[src/sv/hse_pkg.sv]
// Shared types, codes and SHA-512 constants for the key expander.
`timescale 1ns / 1ps
`default_nettype none
package hse_pkg;

    localparam logic [1:0] OP_SECRET = 2'd0;
    localparam logic [1:0] OP_SEED   = 2'd1;
    localparam logic [1:0] OP_GEN    = 2'd2;
    localparam logic [1:0] OP_CLEAR  = 2'd3;

    localparam logic [1:0] ERR_OK       = 2'd0;
    localparam logic [1:0] ERR_EMPTY    = 2'd1;
    localparam logic [1:0] ERR_OVERFLOW = 2'd2;

    localparam logic [1:0] HS_KEY   = 2'd0;
    localparam logic [1:0] HS_INNER = 2'd1;
    localparam logic [1:0] HS_OUTER = 2'd2;

    localparam logic [7:0] IPAD = 8'h36;
    localparam logic [7:0] OPAD = 8'h5c;
    localparam int DIGEST = 64;

    typedef enum logic [2:0] {
        ST_IDLE,
        ST_ERR,
        ST_FILL,
        ST_RND,
        ST_FIN,
        ST_HDONE,
        ST_EMIT
    } state_t;

    typedef struct packed {
        logic       wr_secret;
        logic       wr_seed;
        logic       clr;
        logic       clr_chain;
        logic       init;
        logic       shift;
        logic       load_v;
        logic       round;
        logic       final_add;
        logic       capture;
        logic       emit;
        logic       err_emit;
        logic [1:0] hash_sel;
        logic       hmac_sel;
        logic [8:0] pos;
        logic [6:0] rnd;
        logic [2:0] word_idx;
        logic [3:0] vb;
        logic       last;
        logic [1:0] err;
    } cmd_t;

    typedef struct packed {
        logic       ovf;
        logic       secret_empty;
        logic       seed_empty;
        logic [8:0] n;
        logic [1:0] last_blk;
        logic       out_free;
    } status_t;

    function automatic logic [63:0] rotr(input logic [63:0] x, input int n);
        return (x >> n) | (x << (64 - n));
    endfunction

    function automatic logic [63:0] bsig0(input logic [63:0] x);
        return rotr(x, 28) ^ rotr(x, 34) ^ rotr(x, 39);
    endfunction

    function automatic logic [63:0] bsig1(input logic [63:0] x);
        return rotr(x, 14) ^ rotr(x, 18) ^ rotr(x, 41);
    endfunction

    function automatic logic [63:0] ssig0(input logic [63:0] x);
        return rotr(x, 1) ^ rotr(x, 8) ^ (x >> 7);
    endfunction

    function automatic logic [63:0] ssig1(input logic [63:0] x);
        return rotr(x, 19) ^ rotr(x, 61) ^ (x >> 6);
    endfunction

    function automatic logic [63:0] hinit(input logic [2:0] i);
        logic [63:0] r;
        case (i)
            3'd0: r = 64'h6a09e667f3bcc908;
            3'd1: r = 64'hbb67ae8584caa73b;
            3'd2: r = 64'h3c6ef372fe94f82b;
            3'd3: r = 64'ha54ff53a5f1d36f1;
            3'd4: r = 64'h510e527fade682d1;
            3'd5: r = 64'h9b05688c2b3e6c1f;
            3'd6: r = 64'h1f83d9abfb41bd6b;
            default: r = 64'h5be0cd19137e2179;
        endcase
        return r;
    endfunction

    function automatic logic [63:0] kround(input logic [6:0] i);
        logic [63:0] r;
        case (i)
            7'd0:  r = 64'h428a2f98d728ae22;
            7'd1:  r = 64'h7137449123ef65cd;
            7'd2:  r = 64'hb5c0fbcfec4d3b2f;
            7'd3:  r = 64'he9b5dba58189dbbc;
            7'd4:  r = 64'h3956c25bf348b538;
            7'd5:  r = 64'h59f111f1b605d019;
            7'd6:  r = 64'h923f82a4af194f9b;
            7'd7:  r = 64'hab1c5ed5da6d8118;
            7'd8:  r = 64'hd807aa98a3030242;
            7'd9:  r = 64'h12835b0145706fbe;
            7'd10: r = 64'h243185be4ee4b28c;
            7'd11: r = 64'h550c7dc3d5ffb4e2;
            7'd12: r = 64'h72be5d74f27b896f;
            7'd13: r = 64'h80deb1fe3b1696b1;
            7'd14: r = 64'h9bdc06a725c71235;
            7'd15: r = 64'hc19bf174cf692694;
            7'd16: r = 64'he49b69c19ef14ad2;
            7'd17: r = 64'hefbe4786384f25e3;
            7'd18: r = 64'h0fc19dc68b8cd5b5;
            7'd19: r = 64'h240ca1cc77ac9c65;
            7'd20: r = 64'h2de92c6f592b0275;
            7'd21: r = 64'h4a7484aa6ea6e483;
            7'd22: r = 64'h5cb0a9dcbd41fbd4;
            7'd23: r = 64'h76f988da831153b5;
            7'd24: r = 64'h983e5152ee66dfab;
            7'd25: r = 64'ha831c66d2db43210;
            7'd26: r = 64'hb00327c898fb213f;
            7'd27: r = 64'hbf597fc7beef0ee4;
            7'd28: r = 64'hc6e00bf33da88fc2;
            7'd29: r = 64'hd5a79147930aa725;
            7'd30: r = 64'h06ca6351e003826f;
            7'd31: r = 64'h142929670a0e6e70;
            7'd32: r = 64'h27b70a8546d22ffc;
            7'd33: r = 64'h2e1b21385c26c926;
            7'd34: r = 64'h4d2c6dfc5ac42aed;
            7'd35: r = 64'h53380d139d95b3df;
            7'd36: r = 64'h650a73548baf63de;
            7'd37: r = 64'h766a0abb3c77b2a8;
            7'd38: r = 64'h81c2c92e47edaee6;
            7'd39: r = 64'h92722c851482353b;
            7'd40: r = 64'ha2bfe8a14cf10364;
            7'd41: r = 64'ha81a664bbc423001;
            7'd42: r = 64'hc24b8b70d0f89791;
            7'd43: r = 64'hc76c51a30654be30;
            7'd44: r = 64'hd192e819d6ef5218;
            7'd45: r = 64'hd69906245565a910;
            7'd46: r = 64'hf40e35855771202a;
            7'd47: r = 64'h106aa07032bbd1b8;
            7'd48: r = 64'h19a4c116b8d2d0c8;
            7'd49: r = 64'h1e376c085141ab53;
            7'd50: r = 64'h2748774cdf8eeb99;
            7'd51: r = 64'h34b0bcb5e19b48a8;
            7'd52: r = 64'h391c0cb3c5c95a63;
            7'd53: r = 64'h4ed8aa4ae3418acb;
            7'd54: r = 64'h5b9cca4f7763e373;
            7'd55: r = 64'h682e6ff3d6b2b8a3;
            7'd56: r = 64'h748f82ee5defb2fc;
            7'd57: r = 64'h78a5636f43172f60;
            7'd58: r = 64'h84c87814a1f0ab72;
            7'd59: r = 64'h8cc702081a6439ec;
            7'd60: r = 64'h90befffa23631e28;
            7'd61: r = 64'ha4506cebde82bde9;
            7'd62: r = 64'hbef9a3f7b2c67915;
            7'd63: r = 64'hc67178f2e372532b;
            7'd64: r = 64'hca273eceea26619c;
            7'd65: r = 64'hd186b8c721c0c207;
            7'd66: r = 64'heada7dd6cde0eb1e;
            7'd67: r = 64'hf57d4f7fee6ed178;
            7'd68: r = 64'h06f067aa72176fba;
            7'd69: r = 64'h0a637dc5a2c898a6;
            7'd70: r = 64'h113f9804bef90dae;
            7'd71: r = 64'h1b710b35131c471b;
            7'd72: r = 64'h28db77f523047d84;
            7'd73: r = 64'h32caab7b40c72493;
            7'd74: r = 64'h3c9ebe0a15c9bebc;
            7'd75: r = 64'h431d67c49c100d4c;
            7'd76: r = 64'h4cc5d4becb3e42b6;
            7'd77: r = 64'h597f299cfc657e2a;
            7'd78: r = 64'h5fcb6fab3ad6faec;
            7'd79: r = 64'h6c44198c4a475817;
            default: r = 64'h0;
        endcase
        return r;
    endfunction

    // Byte i of a 64-byte digest, byte 0 in the top bits.
    function automatic logic [7:0] dbyte(input logic [511:0] d, input logic [5:0] i);
        return d[511 - 8 * i -: 8];
    endfunction

endpackage
`default_nettype wire

[src/sv/hse_ctrl.sv]
// Controller: sequences byte loads, hash blocks, rounds and result transfers.
`timescale 1ns / 1ps
`default_nettype none
module hse_ctrl
    import hse_pkg::*;
(
    input  wire logic       clk,
    input  wire logic       rst_n,
    input  wire logic       s_tvalid,
    output logic            s_tready,
    input  wire logic [1:0] s_tuser,
    input  wire status_t    st,
    output cmd_t            cmd
);

    state_t      state_reg, state_next;
    logic [1:0]  blk_reg, blk_next;
    logic [6:0]  fill_reg, fill_next;
    logic        phase_reg, phase_next;
    logic [6:0]  rnd_reg, rnd_next;
    logic [1:0]  hash_reg, hash_next;
    logic        hmac_reg, hmac_next;
    logic [8:0]  rem_reg, rem_next;
    logic [2:0]  word_reg, word_next;
    logic [1:0]  err_reg, err_next;

    always_ff @(posedge clk or negedge rst_n)
    begin
        if (!rst_n)
        begin
            state_reg <= ST_IDLE;
            blk_reg   <= '0;
            fill_reg  <= '0;
            phase_reg <= 1'b0;
            rnd_reg   <= '0;
            hash_reg  <= HS_KEY;
            hmac_reg  <= 1'b0;
            rem_reg   <= '0;
            word_reg  <= '0;
            err_reg   <= ERR_OK;
        end
        else
        begin
            state_reg <= state_next;
            blk_reg   <= blk_next;
            fill_reg  <= fill_next;
            phase_reg <= phase_next;
            rnd_reg   <= rnd_next;
            hash_reg  <= hash_next;
            hmac_reg  <= hmac_next;
            rem_reg   <= rem_next;
            word_reg  <= word_next;
            err_reg   <= err_next;
        end
    end

    always_comb
    begin
        state_next = state_reg;
        blk_next   = blk_reg;
        fill_next  = fill_reg;
        phase_next = phase_reg;
        rnd_next   = rnd_reg;
        hash_next  = hash_reg;
        hmac_next  = hmac_reg;
        rem_next   = rem_reg;
        word_next  = word_reg;
        err_next   = err_reg;
        s_tready   = 1'b0;

        cmd           = '0;
        cmd.hash_sel  = hash_reg;
        cmd.hmac_sel  = hmac_reg;
        cmd.pos       = {blk_reg, fill_reg};
        cmd.rnd       = rnd_reg;
        cmd.word_idx  = word_reg;
        cmd.vb        = (rem_reg >= 9'd8) ? 4'd8 : rem_reg[3:0];
        cmd.last      = rem_reg <= 9'd8;
        cmd.err       = ERR_OK;

        case (state_reg)
            ST_IDLE:
            begin
                s_tready = 1'b1;
                if (s_tvalid)
                begin
                    case (s_tuser)
                        OP_SECRET: cmd.wr_secret = 1'b1;
                        OP_SEED:   cmd.wr_seed = 1'b1;
                        OP_CLEAR:  cmd.clr = 1'b1;
                        default:
                        begin
                            cmd.clr_chain = 1'b1;
                            if (st.ovf)
                            begin
                                err_next   = ERR_OVERFLOW;
                                state_next = ST_ERR;
                            end
                            else if (st.secret_empty || st.seed_empty)
                            begin
                                err_next   = ERR_EMPTY;
                                state_next = ST_ERR;
                            end
                            else if (st.n == 9'd0)
                            begin
                                err_next   = ERR_OK;
                                state_next = ST_ERR;
                            end
                            else
                            begin
                                rem_next   = st.n;
                                hmac_next  = 1'b0;
                                hash_next  = HS_KEY;
                                cmd.init   = 1'b1;
                                blk_next   = '0;
                                fill_next  = '0;
                                phase_next = 1'b0;
                                state_next = ST_FILL;
                            end
                        end
                    endcase
                end
            end
            ST_ERR:
            begin
                if (st.out_free)
                begin
                    cmd.err_emit = 1'b1;
                    cmd.vb       = 4'd0;
                    cmd.last     = 1'b1;
                    cmd.err      = err_reg;
                    state_next   = ST_IDLE;
                end
            end
            ST_FILL:
            begin
                // phase 0 fetches from the stores, phase 1 shifts the byte in
                if (!phase_reg)
                begin
                    phase_next = 1'b1;
                end
                else
                begin
                    cmd.shift  = 1'b1;
                    phase_next = 1'b0;
                    fill_next  = fill_reg + 7'd1;
                    if (fill_reg == 7'd127)
                    begin
                        cmd.load_v = 1'b1;
                        rnd_next   = '0;
                        state_next = ST_RND;
                    end
                end
            end
            ST_RND:
            begin
                cmd.round = 1'b1;
                rnd_next  = rnd_reg + 7'd1;
                if (rnd_reg == 7'd79)
                begin
                    state_next = ST_FIN;
                end
            end
            ST_FIN:
            begin
                cmd.final_add = 1'b1;
                if (blk_reg == st.last_blk)
                begin
                    state_next = ST_HDONE;
                end
                else
                begin
                    blk_next   = blk_reg + 2'd1;
                    state_next = ST_FILL;
                end
            end
            ST_HDONE:
            begin
                cmd.capture = 1'b1;
                blk_next    = '0;
                fill_next   = '0;
                phase_next  = 1'b0;
                if (hash_reg == HS_KEY)
                begin
                    hash_next  = HS_INNER;
                    cmd.init   = 1'b1;
                    state_next = ST_FILL;
                end
                else if (hash_reg == HS_INNER)
                begin
                    hash_next  = HS_OUTER;
                    cmd.init   = 1'b1;
                    state_next = ST_FILL;
                end
                else if (!hmac_reg)
                begin
                    hmac_next  = 1'b1;
                    hash_next  = HS_KEY;
                    cmd.init   = 1'b1;
                    state_next = ST_FILL;
                end
                else
                begin
                    word_next  = '0;
                    state_next = ST_EMIT;
                end
            end
            ST_EMIT:
            begin
                if (st.out_free)
                begin
                    cmd.emit  = 1'b1;
                    rem_next  = rem_reg - {5'b0, cmd.vb};
                    word_next = word_reg + 3'd1;
                    if (cmd.last)
                    begin
                        state_next = ST_IDLE;
                    end
                    else if (word_reg == 3'd7)
                    begin
                        // next 64-byte block: advance the chain value first
                        hmac_next  = 1'b0;
                        hash_next  = HS_KEY;
                        cmd.init   = 1'b1;
                        blk_next   = '0;
                        fill_next  = '0;
                        phase_next = 1'b0;
                        state_next = ST_FILL;
                    end
                end
            end
            default:
            begin
                state_next = ST_IDLE;
            end
        endcase
    end

endmodule
`default_nettype wire

[config.mk]
export PLATFORM = sky130hd
export DESIGN_NAME = hse_ctrl
export DESIGN_NICKNAME = d
export VERILOG_FILES = /design/src/sv/hse_pkg.sv /design/src/sv/hse_ctrl.sv
export SDC_FILE = /design/constraint.sdc
export NUM_CORES = 1
export LEC_CHECK = 0
export BUFFER_PORTS_ARGS = -buffer_cell sky130_fd_sc_hd__buf_2
export CORE_AREA = 2 2 69 71
export DETAILED_ROUTE_END_ITERATION = 10
export DIE_AREA = 0 0 71 73
export PLACE_DENSITY = 0.78
export SETUP_SLACK_MARGIN = 0.2
export SLEW_MARGIN = 20
export SYNTH_ARGS = -nofsm -noshare
export SYNTH_HDL_FRONTEND = slang
export SYNTH_SLANG_ARGS = --single-unit
[constraint.sdc]
create_clock -name clk -period 3.68 [get_ports clk]
set_clock_uncertainty 0.15 [all_clocks]
set_input_delay 0.736 -clock clk [delete_from_list [all_inputs] [get_ports clk]]
set_output_delay 0.736 -clock clk [all_outputs]
set_load 0.03 [all_outputs]
==> impl_metrics.py <==
metrics = {
    "setup_path": {
        "setup.worst_path.class": "in2out",
        "slowest_stage": "or4_4",
        "r2r_slack_ns": 0.85,
        "cp_slowest_stage_delay_ns": 0.54,
        "critPathMaxFanout": 7,
        "cp.arrival_ns": 2.47,
        "critPathMostFrequentCell": "buf_2",
        "required_ns": 2.79,
        "cp-start-kind": "primary input",
        "cp-end-kind": "output pin",
        "crit_chain": "buf_2 > or4_4 > o41a_4 > a32o_1 > nand2b_1 > buf_2",
    },
    "finish": {
        "seq_area_um2": 926,
        "largest_register_ffs": 9,
        "layout.cells.non_filler": 391,
        "drive_above_1_share": 0.246,
        "multi_input_area_um2": 1400,
        "area_growth_syn_to_layout_pct": 16.5,
        "antenna_cells": 0,
        "post-route-util": 0.624,
        "n_fill_cell": 403,
        "nets": 363,
    },
    "global_route": {
        "overflow": 0,
        "grt_pass1_wl_um": 9400,
        "grt_pass1_vias": 1987,
        "grt_max_degree": 38,
        "antenna_found_initial": 0,
        "track_usage": 0.228,
    },
    "routing": {
        "via_per_inst": 5.94,
        "ant_nets": 0,
        "drt-total-wl_um": 5630,
        "post-route-drc-count": 0,
        "dr.pass1.iters": 5,
        "vias": 2321,
        "drt-wirelength-per-cell_um": 14.4,
        "first_iter_violations": 127,
    },
    "floorplan": {
        "fp.coreArea_um2": 4540,
        "die_h_um": 73,
        "die_area_um2": 5180,
        "fp.dieW_um": 71,
        "io-pin-count": 62,
        "initial_core_util": 0.536,
        "fp-row-count": 25,
    },
    "pwr": {
        "powerDensity_nw_per_um2": 869,
        "cellInternalPower_mw": 1.21,
        "p_sw_frac": 0.507,
        "power.net_switching_mw": 1.25,
        "pwr-share-seq": 0.319,
        "combPwrFrac": 0.575,
        "power.share.clock": 0.106,
        "p_leak_nw": 1.38,
        "vdd_drop_max_mv": 0.497,
    },
    "job": {
        "max_cap_violations": 0,
    },
    "cts": {
        "clockRootBuffer": "clkbuf_8",
        "ctsResizeCount": 0,
        "cts_setup_buffers": 0,
        "cts_made_buffers": 5,
        "clock_sinks": 37,
        "cts.htree.levels": 2,
        "clock_path_buffers": 2,
        "postCtsHoldBufs": 0,
        "path_clk_slew_ns": 0.06,
        "cts_tree": "yes",
        "clkLatencyLatePin_ns": 0.29,
    },
    "synth": {
        "synthesis.nets": 306,
        "synth_edf_count": 0,
        "ys.flop_type": "dfrtp_1",
        "synth.distinct_cells": 61,
        "netlist_instances": 281,
        "synth_seq_cells": 37,
        "synth.avg_cell_area_um2": 8.65,
        "synth_warnings": 0,
        "ys_async_sr_fraction": 1.00,
        "synth_area_um2": 2430,
        "ys_seq_area_frac": 0.381,
    },
    "place": {
        "io_buffer_count": 61,
        "place_inst": 385,
        "gp_congestion": 0.951,
        "dpl.hpwl_um": 4170,
    },
    "timing": {
        "tns_ns": 0,
        "worstMarginPinSlew_ns": 0.850,
        "final-max-slew-violation-count": 0,
        "fmax_ghz": 0.298,
        "finalHoldViolCount": 0,
        "slew_headroom": 0.431,
        "fin_crit_sh": 0.911,
        "setup_viol": 0,
        "post-route-min-period_ns": 3.35,
        "rsz0062_at_grt": "no",
    },
    "worst_hold_path": {
        "holdCritPathClass": "reg2reg",
    },
    "run_status": {
        "status": "complete, no violations",
    },
}
## cell families (layout without fill, tap and decap cells)
family,count (synthesis),in the layout,synth area share
compound gates,77,77,0.229
flops,37,37,0.381
buf+inv,24,80,0.0422
xor+xnor,10,10,0.0360
fa+ha+maj,5,5,0.0257
mux,3,3,0.0124
simple gates,124,124,0.272
other cells,1,1,0.00154
## worst paths after layout
kind | from | end | cells after the start
min in group asynchronous | rst_n | state_reg[1]$_DFFE_PN0P_ | 1
setup reg to reg | rem_reg[5]$_DFFE_PN0P_ | rem_reg[8]$_DFFE_PN0P_ | 9
max in group asynchronous | rst_n | word_reg[1]$_DFFE_PN0P_ | 1
setup / recovery | st[5] | cmd[36] | 6
hold / removal | phase_reg$_DFFE_PN0P_ | phase_reg$_DFFE_PN0P_ | 1
hold reg to reg | phase_reg$_DFFE_PN0P_ | phase_reg$_DFFE_PN0P_ | 1
## metrics by stage
step	instance area [µm²]	total power, mW	hold WS [ns]	worst slack [ns]
2_1_floorplan	2430	1.85	0.290	0.527
3_3_place_gp	2760	2.17	0.350	0.347
3_5_place_dp	2760	2.20	0.353	0.332
4_1_cts	2830	2.47	0.369	0.327
5_1_grt	2830	2.68	0.388	0.273
6_report	2830	2.46	0.366	0.327
## power by group through the flow
stage	Combinational, mW	Sequential, mW	Clock [mW]
after detailed placement	1.41	0.790	0
after CTS	1.42	0.782	0.267
after global placement	1.39	0.784	0
after global routing	1.58	0.822	0.284
after floorplan	0.952	0.901	0
final	1.42	0.784	0.260
## critical path, delay by kind of cell
family                 cells  cell delay, ns
and+or+nand+nor            2            0.69
buffers and inverters      2            0.27
AOI/OAI and AO/OA          2            0.77
## cells in the final DEF, fill, tap and decap left out, drive strengths merged, types with 4 or more instances in the layout
| cell | instances |
|---|---|
| buf | 63 |
| dfrtp | 37 |
| nand2 | 31 |
| nor2 | 28 |
| o21ai | 27 |
| nand3 | 12 |
| a21oi | 10 |
| inv | 10 |
| nor3 | 7 |
| a31oi | 7 |
| nor2b | 6 |
| and2 | 6 |
| and3 | 5 |
| xnor2 | 5 |
| xor2 | 5 |
| ha | 5 |
| clkbuf | 5 |
| nand3b | 4 |
| and4 | 4 |
| o31ai | 4 |
| or3 | 4 |
## synth_stat cells, types with 5 or more instances
library cell	n	area share
ha_1	5	0.026
a21oi_1	10	0.021
a31oi_1	6	0.015
dfrtp_1	37	0.38
and3_1	5	0.013
inv_1	9	0.014
nand3_1	12	0.025
nor2b_1	6	0.015
xor2_1	5	0.018
clkbuf_1	8	0.012
xnor2_1	5	0.018
o21ai_0	25	0.051
nor3_1	7	0.014
nand2_1	31	0.048
and2_1	6	0.015
nor2_1	28	0.043
## final cells by class
type | instances | area share
clock buffer | 5 | 0.0243
timing repair buffer | 63 | 0.113
tap | 54 | 0.0239
inverter | 11 | 0.0146
multi-input combinational | 220 | 0.495
clock inverter | 1 | 0.00177
sequential | 37 | 0.327
## layer usage
layer	track usage	up-vias	wire length, µm
li1	-	1140	-
met1	0.313	1087	2530
met2	0.371	87	2650
met3	0.0442	7	381
met4	0.0608	0	65
met5	0	-	0
Power figures use the tool's default switching activity.
